[config.mk]
export PLATFORM = sky130hd
export DESIGN_NAME = spq_cell
export DESIGN_NICKNAME = d
export VERILOG_FILES = /design/src/rtl/spq_pkg.sv /design/src/rtl/spq_cell.sv
export SDC_FILE = /design/constraint.sdc
export NUM_CORES = 1
export LEC_CHECK = 0
export ABC_AREA = 1
export BUFFER_PORTS_ARGS = -buffer_cell sky130_fd_sc_hd__buf_2
export CAP_MARGIN = 20
export CORE_MARGIN = 2
export CORE_UTILIZATION = 43
export DETAILED_ROUTE_END_ITERATION = 12
export MAX_ROUTING_LAYER = met4
export PLACE_DENSITY = 0.85
export RECOVER_POWER = 100
export SYNTH_ARGS = -nofsm -noshare
export SYNTH_HDL_FRONTEND = slang
export SYNTH_SLANG_ARGS = --single-unit
export TNS_END_PERCENT = 50
[constraint.sdc]
create_clock -name clk -period 2.1 [get_ports clk]
set_clock_uncertainty 0.05 [all_clocks]
set_input_delay 0.105 -clock clk [delete_from_list [all_inputs] [get_ports clk]]
set_output_delay 0.105 -clock clk [all_outputs]
set_load 0.01 [all_outputs]
[src/rtl/spq_pkg.sv]
package spq_pkg;

    localparam int KEY_W    = 32;
    localparam int ITEM_W   = 16;
    localparam int REQ_W    = 2;
    localparam int STATUS_W = 2;

    typedef logic [KEY_W-1:0]    key_t;
    typedef logic [ITEM_W-1:0]   item_t;
    typedef logic [REQ_W-1:0]    req_code_t;
    typedef logic [STATUS_W-1:0] status_t;

    localparam req_code_t REQ_INSERT  = 2'd0;
    localparam req_code_t REQ_UPSERT  = 2'd1;
    localparam req_code_t REQ_DEQUEUE = 2'd2;
    localparam req_code_t REQ_NONE    = 2'd3;

    localparam status_t ST_OK       = 2'd0;
    localparam status_t ST_EMPTY    = 2'd1;
    localparam status_t ST_DROPPED  = 2'd2;

    typedef enum logic [1:0] {
        OP_KEEP,
        OP_NEW,
        OP_FROM_PREV,
        OP_FROM_NEXT
    } cell_op_t;

    typedef enum logic {
        CTL_IDLE,
        CTL_UPDATE
    } ctl_state_t;

    typedef struct packed {
        logic gt;
        logic ge;
        logic mt;
    } cell_flags_t;

    typedef struct packed {
        logic    inc;
        logic    dec;
        status_t status;
    } plan_res_t;

endpackage

[src/rtl/spq_cell.sv]
module spq_cell (
    input  logic                  clk,
    input  logic                  cmp_en,
    input  logic                  occ,
    input  spq_pkg::key_t         cmp_key,
    input  spq_pkg::item_t        cmp_item,
    input  spq_pkg::cell_op_t     op,
    input  spq_pkg::key_t         new_key,
    input  spq_pkg::item_t        new_item,
    input  spq_pkg::key_t         prev_key,
    input  spq_pkg::item_t        prev_item,
    input  spq_pkg::key_t         next_key,
    input  spq_pkg::item_t        next_item,
    output spq_pkg::key_t         key,
    output spq_pkg::item_t        item,
    output spq_pkg::cell_flags_t  flags
);

    spq_pkg::key_t        key_reg, key_next;
    spq_pkg::item_t       item_reg, item_next;
    spq_pkg::cell_flags_t flags_reg, flags_next;

    always_comb
    begin
        flags_next.gt = occ && (key_reg > cmp_key);
        flags_next.ge = occ && (key_reg >= cmp_key);
        flags_next.mt = occ && (item_reg == cmp_item);
    end

    always_comb
    begin
        key_next  = key_reg;
        item_next = item_reg;
        case (op)
            spq_pkg::OP_NEW:
            begin
                key_next  = new_key;
                item_next = new_item;
            end
            spq_pkg::OP_FROM_PREV:
            begin
                key_next  = prev_key;
                item_next = prev_item;
            end
            spq_pkg::OP_FROM_NEXT:
            begin
                key_next  = next_key;
                item_next = next_item;
            end
            default:
            begin
                key_next  = key_reg;
                item_next = item_reg;
            end
        endcase
    end

    always_ff @(posedge clk)
    begin
        key_reg  <= key_next;
        item_reg <= item_next;
        if (cmp_en)
        begin
            flags_reg <= flags_next;
        end
    end

    assign key   = key_reg;
    assign item  = item_reg;
    assign flags = flags_reg;

endmodule

==> run summary, run 1 <==
Status: finished, final reports clean
Area Growth Syn to Fin: 35.4%
Initial antenna violation count: 0
Number of global-route vias before repair: 3,792
Highest metal used: met4
Synthesized cell area: 3660 um^2
Clk buf depth: 2
Rows: 33
Yosys warnings: 0
IO Port Bufs: 247
Setup Fix Bufs, Post-CTS: 0
Fmax: 546 MHz
Avg WL per Cell: 14.7 um
Static leakage: 0.00258 uW
Die height: 96.3 um
Worst path bufs/invs: 3
Die ar.: 9270 um^2
Mean Syn Cell Area: 8.01 um^2
CP Cell Sequence: buf_2 > clkbuf_2 > nor2_4 > buf_12 > nand2_1 > nand3_1
Worst-path maximum fanout: 49
Arr. time, crit path: 1.92 ns
Insertion delay to the later sink of the worst-skew pair: 0.30 ns
RSZ-0062 raised after global routing: no
Startpoint types: input pin
First-pass GRT wire length: 17,400 um
Slew HR: 0.267
Worst Tran Pin Value: 1.10 ns
Fraction of layout cells with a size suffix above 1: 0.309
Area of the multi-input gates: 1790 um^2
CTS tree: done
Max incr delay on CP: 0.62 ns
Clock root cell: clkbuf_8
Hold Slack: 0.0279 ns
Max Cap Viol: 0
GRT Overall Usage: 0.253
Worst Setup End Kind: flip-flop
Detail Route Antenna Nets: 0
Netlist cell types: 28
CTS buffer count: 5
Wl on met1: 4660 um
Crit path kind: in2reg
DR iter-0 viols: 179
Top Family by Delay on Critical Path: buffers and inverters
HPWL after DPL: 9300 um
Asr flop ratio synth: 0
Final Net Count: 924
Tcrit/Tclk final: 0.872
CTS sink cnt: 51
Via density per instance: 5.08
CTS H-Tree Depth: 2
Post-synth EDFFs: 51
Final Max Tran Viols: 0
Core area: 8220 um^2
Slowest CP cell: clkbuf_2
VDD IR max: 350 uV
Setup TNS: 0 ns
DRC violations left: 0
Largest net degree at the start of global routing: 50
Ys flop type: edfxtp_1
Die Span X: 96.3 um
Synth Instances: 457
Worst EP required: 2.19 ns
DRT Pass-1 Iters: 5
Routed vias: 4,068
Syn_nets: 686
Largest register FFs: 32
Cts hold-fix bufs: 0
Gpl congestion: 0.948
Sequential area share after synthesis: 0.418
Congestion Overflow GR: 0
Fillcell total: 768
Routed WL: 11,800 um
Final Critical Period: 1.83 ns
Final hold viol count: 0
Top Ports: 248
Setup Viol. Count Final: 0
Antenna cells: 0
WL met3: 849 um
Cts repair resizes: 0
Effective utilization at floorplan: 0.445
Yosys reg bits: 51
Clock slew at reported path FFs: 0.09 ns
Met2 WL: 6010 um
Power Density: 552 nW/um^2
Hold crit path type: in2reg
Register Area: 1530 um^2
layer usage:
layer,vias to the layer above,track usage
met5,-,-
met4,0,0.0845
met3,26,0.0446
met2,212,0.433
met1,1822,0.302
li1,2008,-
through the flow:
step	instance area (um^2)	power, uW	std cells	utilization	setup WS, ns
after global routing	4950	2910	801	0.603	0.182
final	4950	2730	801	0.603	0.270
after CTS	5020	2780	799	0.611	0.322
after detailed placement	4930	2230	791	0.600	0.341
after floorplan	3660	1810	457	-	0.471
after global placement	4930	2200	791	0.600	0.382
power breakdown:
group / switching [uW] / internal (uW) / total, uW / leakage (uW)
logic: 479 / 360 / 839 / 0.00201
registers: 78.5 / 1270 / 1340 / 0.000527
clock network: 316 / 234 / 549 / 0.0000412
total: 873 / 1860 / 2730 / 0.00258
cell usage after synthesis (4+ instances only):
cell      count  area share
xor2_1        5       0.012
o21ai_0       4      0.0055
ha_1         32        0.11
nor2_2        4      0.0068
a21oi_1      14       0.019
nand2_1     142        0.15
edfxtp_1     51        0.42
clkbuf_1      6      0.0062
buf_2         7      0.0096
nor2_1       12       0.012
inv_1        50       0.051
buf_4         6       0.012
nand3_1     100        0.14
cell type report:
| type | instances | share of cell area |
|---|---|---|
| repair buffers | 253 | 0.247 |
| clock inverters | 2 | 0.00253 |
| multi-input cells | 333 | 0.361 |
| clock buffers | 6 | 0.0147 |
| flip-flops and latches | 51 | 0.309 |
| well taps | 105 | 0.0265 |
| inverters | 51 | 0.0386 |
worst reg2reg max path: stages, from the launching register on:
cell and delay [ns]:
edfxtp_1 0.42, ha_1 0.34, a21oi_1 0.16, nand2_1 0.06, a21oi_1 0.17, nand2_1 0.10
nand2_1 0.08, nand2_1 0.05, nand2_1 0.05, nand2_1 0.04
final timing paths:
path	to	startpoint	cells after the start	slack [ns]
max reg2reg	flags[1]$_DFFE_PP_	key[11]$_DFFE_PP_	9	0.32
max	item[14]$_DFFE_PP_	op[0]	6	0.27
min	key[29]$_DFFE_PP_	prev_key[29]	3	0.03
min reg2reg	flags[0]$_DFFE_PP_	item[1]$_DFFE_PP_	3	0.76
logic make-up after synthesis:
group | count (synthesis) | share of synthesized area
adder cells (fa/ha/maj) | 32 | 0.109
flip-flops | 51 | 0.418
AO/OA/AOI/OAI | 28 | 0.0485
AND/OR/NAND/NOR | 268 | 0.322
XOR/XNOR | 5 | 0.0120
buffers and inverters | 73 | 0.0896
cells in the final DEF (no fill, tap or decap), drive strengths merged:
cell,instances
clkinvlp,1
a221oi,4
clkinv,1
buf,197
o21ai,4
nand2,143
nand4,1
xor2,5
edfxtp,51
ha,32
a21o,1
dlygate4sd3,1
or2,3
o31ai,1
clkbuf,61
inv,51
nor2,17
o22ai,3
o21a,1
nor4,2
nand3,102
a21oi,14
(Power assumes the default switching activity.)
==> inputs of run 2 (changes only) <==
Settings changed: ABC_AREA 1 to 0, CORE_UTILIZATION 43 to 42.
==> run 2 against run 1 <==
Net effect: the run now ends with max-capacitance violations, max-slew violations left; global-route usage down 2.2 points; die area down 1.9%; wire length down 7.2%; critical path depth unchanged; first-iteration DRC count down 45%; sequential share of layout area up 0.35 points; sequential power about the same; clock power up 2%; design area down 1.1%; critical path type is now reg2reg.
==> run summary, run 2 <==
Slew HR: -0.0790
First-pass GRT wire length: 15,500 um
Synthesized cell area: 3500 um^2
Largest cells by area after synthesis: edfxtp_1 44%, mux2i_1 14%, ha_1 11%
VDD IR max: 299 uV
Inst Count DP: 690
Register Area: 1530 um^2
Cts hold-fix bufs: 0
DR iter-0 viols: 98
Routed WL: 10,900 um
Worst path bufs/invs: 0
Antenna cells: 0
Fraction of layout cells with a size suffix above 1: 0.363
Hold crit path type: in2reg
GRT Overall Usage: 0.231
Worst Setup End Kind: flip-flop
Synth Instances: 352
Sequential area share after synthesis: 0.437
Via density per instance: 5.08
Congestion Overflow GR: 0
Die height: 95.3 um
Final Net Count: 823
Pre-CTS WS: -0.0282 ns
Clk buf depth: 2
Xor/xnor share of the synthesized area: 0.0400
Yosys top cell area share: 0.437
Post-synthesis simple-gate area fraction: 0.0986
Tot Pwr: 2770 uW
Post-synth EDFFs: 51
Static leakage: 0.00244 uW
Ys flop type: edfxtp_1
Top Family by Delay on Critical Path: simple AND/OR/NAND/NOR gates
HPWL after DPL: 8960 um
Clock slew at reported path FFs: 0.10 ns
Worst-path maximum fanout: 2
CTS H-Tree Depth: 2
Largest area contributor in the netlist: edfxtp_1
Arr. time, crit path: 2.11 ns
Worst Tran Pin Value: 1.62 ns
Utilization after layout: 0.602
Power Density: 566 nW/um^2
Initial antenna violation count: 0
Final hold viol count: 0
Yosys warnings: 0
RSZ-0062 raised after global routing: yes
CP Cell Sequence: ha_4 > nand4_1 > or4_4 > nor3_2 > nand2_1 > and3b_1
Synth Area in Compound Gates: 0.115
Die Span X: 95.3 um
Fmax: 477 MHz
Max Cap Viol: 1
Rows: 33
Asr flop ratio synth: 0
Slowest CP cell: or4_4
Setup Viol. Count Final: 0
Largest register FFs: 32
CTS sink cnt: 51
Final WS setup: 0.00513 ns
Area of the multi-input gates: 1810 um^2
Crit path kind: reg2reg
Number of global-route vias before repair: 3,369
Final Critical Period: 2.09 ns
Failing checks: max-capacitance violations, max-slew violations
Worst EP required: 2.11 ns
Yosys reg bits: 51
Mux contribution to synthesized area: 0.137
CTS tree: done
Largest family of logic cells by synthesized area: multiplexers
Post-synth top cells: 63 x a21oi_1, 51 x edfxtp_1, 48 x mux2i_1, 48 x nor2_1, 35 x inv_1
Status: finished, violations left
DRT Pass-1 Iters: 4
Max incr delay on CP: 0.52 ns
Fillcell total: 706
Highest-count cells in the layout ignoring fill and taps: 198 x buf_2, 62 x a21oi_1, 51 x edfxtp_1
Layout Cells excl Fill: 700
IO Port Bufs: 247
Post-synthesis adder-cell area fraction: 0.114
Largest net degree at the start of global routing: 97
Clock root cell: clkbuf_8
Startpoint types: flip-flop
Hold Slack: 0.0601 ns
Area Growth Syn to Fin: 39.8%
Die ar.: 9090 um^2
Avg WL per Cell: 15.6 um
Gpl congestion: 0.854
Top Ports: 248
Netlist cell types: 28
Insertion delay to the later sink of the worst-skew pair: 0.31 ns
Detail Route Antenna Nets: 0
Mean Syn Cell Area: 9.95 um^2
Commonest non-fill, non-tap cell in the layout: buf_2
Core area: 8130 um^2
CTS buffer count: 5
DRC violations left: 0
Syn_nets: 581
Routed vias: 3,555
Cell with the most instances after synthesis: a21oi_1
Effective utilization at floorplan: 0.431
Final Max Tran Viols: 49
Tcrit/Tclk final: 0.998
==> run 2: power by group <==
group,total [uW],switching [uW],internal (uW)
clock network,560,332,227
registers,1350,86.1,1260
logic,861,452,409
==> run 2: per-layer routing <==
| metal | track usage | part of all wire | vias up |
|---|---|---|---|
| met5 | - | 0 | - |
| met4 | 0.0857 | 0.030 | 0 |
| met3 | 0.0316 | 0.080 | 29 |
| met2 | 0.428 | 0.52 | 179 |
| met1 | 0.251 | 0.37 | 1606 |
| li1 | - | - | 1741 |
==> run 2: area by class of cell <==
type	count	share of cell area
inverter	35	0.0268
clock buffer	5	0.0140
timing repair buffer	252	0.247
tap	105	0.0268
multi-input combinational	249	0.370
sequential	51	0.313
clock inverter	3	0.00307
==> run 2: what timing repair did <==
action / 4_1_cts / 5_1_grt
setup endpoints to repair: 1 / 2
setup buffers: 0 / 1
cloned: 0 / 0
gates resized for setup: 4 / 4
pin swaps: 0 / 2
==> run 2: cell families (layout without fill, tap and decap cells) <==
group                    after synthesis  after routing
adder cells (fa/ha/maj)               32             32
buffers and inverters                 52            295
AND/OR/NAND/NOR                       78             78
AO/OA/AOI/OAI                         75             75
flip-flops                            51             51
multiplexers                          48             48
XOR/XNOR                              16             16
==> run 2: worst register-to-register path, cell delays in order (launching register included) <==
cell	delay (ns)
edfxtp_1	0.44
ha_4	0.30
nand4_1	0.13
or4_4	0.52
nor3_2	0.16
nand2_1	0.08
and3b_1	0.18
==> run 2: path summary, 6_finish.rpt <==
path,slack (ns),cells after the start,to,start
hold / removal,0.06,3,key[18]$_DFFE_PP_,new_key[18]
setup reg to reg,0.005,6,flags[2]$_DFFE_PP_,key[11]$_DFFE_PP_
setup / recovery,0.005,6,flags[2]$_DFFE_PP_,key[11]$_DFFE_PP_
hold reg to reg,0.66,3,flags[0]$_DFFE_PP_,item[12]$_DFFE_PP_
==> run 2: stage by stage <==
stage                     area (um^2)  setup TNS (ns)
after detailed placement         4820         -0.0282
after floorplan                  3500               0
after CTS                        4940               0
after global routing             4900           -1.40
final                            4900               0
after global placement           4820               0
==> inputs of run 3 (changes only) <==
Settings changed: CORE_AREA set to 2 2 96 98, CORE_MARGIN 2 to not set, CORE_UTILIZATION 42 to not set, CTS_BUF_LIST set to sky130_fd_sc_hd__clkbuf_4 sky130_fd_sc_hd__clkbuf_8, DIE_AREA set to 0 0 98 100, PLACE_DENSITY 0.85 to 0.82.
==> run 3 against run 2 <==
Net effect: the flow finishes with violations (max-capacitance violations, max-slew violations, negative setup slack); fmax is 4.0% lower; core utilization is 4.9 points lower; largest power group unchanged; largest cell class unchanged; via count down 1.9%; die area rose by 7.8%; global-route usage is 2.5 points lower; setup slack got worse by 0.086 ns; wire length is 4.0% lower; design area increased by 0.43%; flip-flop and latch count unchanged; critical path depth unchanged.
==> run summary, run 3 (synthesis gave the netlist of run 2 again) <==
Wl on met1: 4150 um
Clock slew at reported path FFs: 0.09 ns
Arr. time, crit path: 2.19 ns
Critical path origin: key[11]$_DFFE_PP_
Congestion Overflow GR: 0
Final WS setup: -0.0810 ns
Top Family by Delay on Critical Path: simple AND/OR/NAND/NOR gates
Area after DPL: 4820 um^2
Clk buf depth: 2
CTS H-Tree Depth: 2
Crit path kind: reg2reg
Max Cap Viol: 1
Worst path bufs/invs: 0
Rows: 35
HPWL after DPL: 8630 um
CP Cell Sequence: ha_1 > nand4_1 > or4_4 > nor3_4 > nand2_1 > and3b_1
Final hold viol count: 0
Hold crit path type: in2reg
Die Span X: 98 um
Routed vias: 3,487
WL met3: 677 um
Detail Route Antenna Nets: 0
Slowest CP cell: or4_4
Area Growth Syn to Fin: 40.4%
Max incr delay on CP: 0.54 ns
Final Critical Period: 2.18 ns
Tcrit/Tclk final: 1.04
Die height: 100 um
Initial antenna violation count: 0
Number of global-route vias before repair: 3,450
Largest net degree at the start of global routing: 97
Antenna cells: 0
Gpl congestion: 0.900
Effective utilization at floorplan: 0.394
DRC violations left: 0
Final Max Tran Viols: 49
GRT Overall Usage: 0.206
Startpoint types: flip-flop
Power Density: 582 nW/um^2
CTS buffer count: 5
Via density per instance: 4.95
Top Ports: 248
Hold_sp: cmp_en
Highest-count cells in the layout ignoring fill and taps: 196 x buf_2, 63 x a21oi_1, 51 x edfxtp_1, 51 x clkbuf_1
RSZ-0062 raised after global routing: yes
Die ar.: 9800 um^2
Cts hold-fix bufs: 0
Core area: 8890 um^2
Worst Setup End Kind: flip-flop
Worst-path maximum fanout: 2
Tot Pwr: 2870 uW
First-pass GRT wire length: 15,800 um
DRT Pass-1 Iters: 4
Finished Cell Area: 4920 um^2
VDD IR max: 342 uV
Clock root cell: clkbuf_8
Fraction of layout cells with a size suffix above 1: 0.359
Met2 WL: 5540 um
Final Net Count: 822
IO Port Bufs: 247
Fmax: 458 MHz
Worst EP required: 2.11 ns
Insertion delay to the later sink of the worst-skew pair: 0.30 ns
Highest metal used: met4
Slew HR: -0.0656
Worst Tran Pin Value: 1.60 ns
Setup TNS: -0.111 ns
Failing checks: max-capacitance violations, max-slew violations, negative setup slack
Routed WL: 10,500 um
Avg WL per Cell: 14.9 um
CTS sink cnt: 51
CTS tree: done
Commonest non-fill, non-tap cell in the layout: buf_2
Reg2reg start: key[11]$_DFFE_PP_
Static leakage: 0.00246 uW
DR iter-0 viols: 92
Setup Viol. Count Final: 2
Largest register FFs: 32
Status: finished, violations left
==> run 3: cell types whose count changed in the layout (fill, tap and decap cells not counted), sizes merged <==
| cell | previous run | this run |
|---|---|---|
| clkinvlp | 1 | 0 |
| buf | 201 | 198 |
| clkbuf | 56 | 58 |
| bufinv | 0 | 1 |
==> run 3: metal layers <==
layer | vias to the layer above | GRT usage
met2 | 145 | 0.376
met1 | 1593 | 0.236
met5 | - | -
li1 | 1739 | -
met4 | 0 | 0.0491
met3 | 10 | 0.0390
==> run 3: worst register-to-register path, cell delays in order, from the launching register on <==
cell	delay [ns]
edfxtp_1	0.42
ha_1	0.35
nand4_1	0.14
or4_4	0.54
nor3_4	0.19
nand2_1	0.09
and3b_1	0.18
==> run 3: final timing paths <==
path / to / slack [ns] / depth (start not counted)
worst max register to register: flags[2]$_DFFE_PP_ / -0.08 / 6
worst min-delay path: flags[0]$_DFFE_PP_ / 0.08 / 1
worst max-delay path: flags[2]$_DFFE_PP_ / -0.08 / 6
worst min register to register: flags[0]$_DFFE_PP_ / 0.69 / 3
==> run 3: area by class of cell <==
type                    instances  area, um^2
fillers                       823        3970
inverters                      35         131
repair buffers                251        1200
flip-flops and latches         51        1530
well taps                     111         139
clock buffers                   5        68.8
multi-input cells             249        1810
clock inverters                 3        38.8
==> run 3: stage by stage <==
step | instances | hold WS (ns) | utilization | setup slack, ns
floorplan | 352 | 0.167 | - | 0.0491
global placement | 695 | 0.338 | 0.543 | -0.0267
detailed placement | 695 | 0.334 | 0.543 | -0.117
CTS | 703 | 0.0137 | 0.559 | -0.0619
global route | 705 | 0.0731 | 0.553 | -0.167
finish | 705 | 0.0781 | 0.553 | -0.0810
==> run 3: timing repair <==
item,in CTS,in global routing
gates resized for setup,4,2
gates cloned,0,0
pin swaps,0,2
setup buffers,0,1
endpoints found under the setup margin,2,2
==> run 3: power by group <==
group          switching, uW  internal, uW  leakage (uW)
combinational            450           404       0.00189
sequential              78.1          1260      0.000515
clock                    321           349     0.0000556
total                    850          2020       0.00246
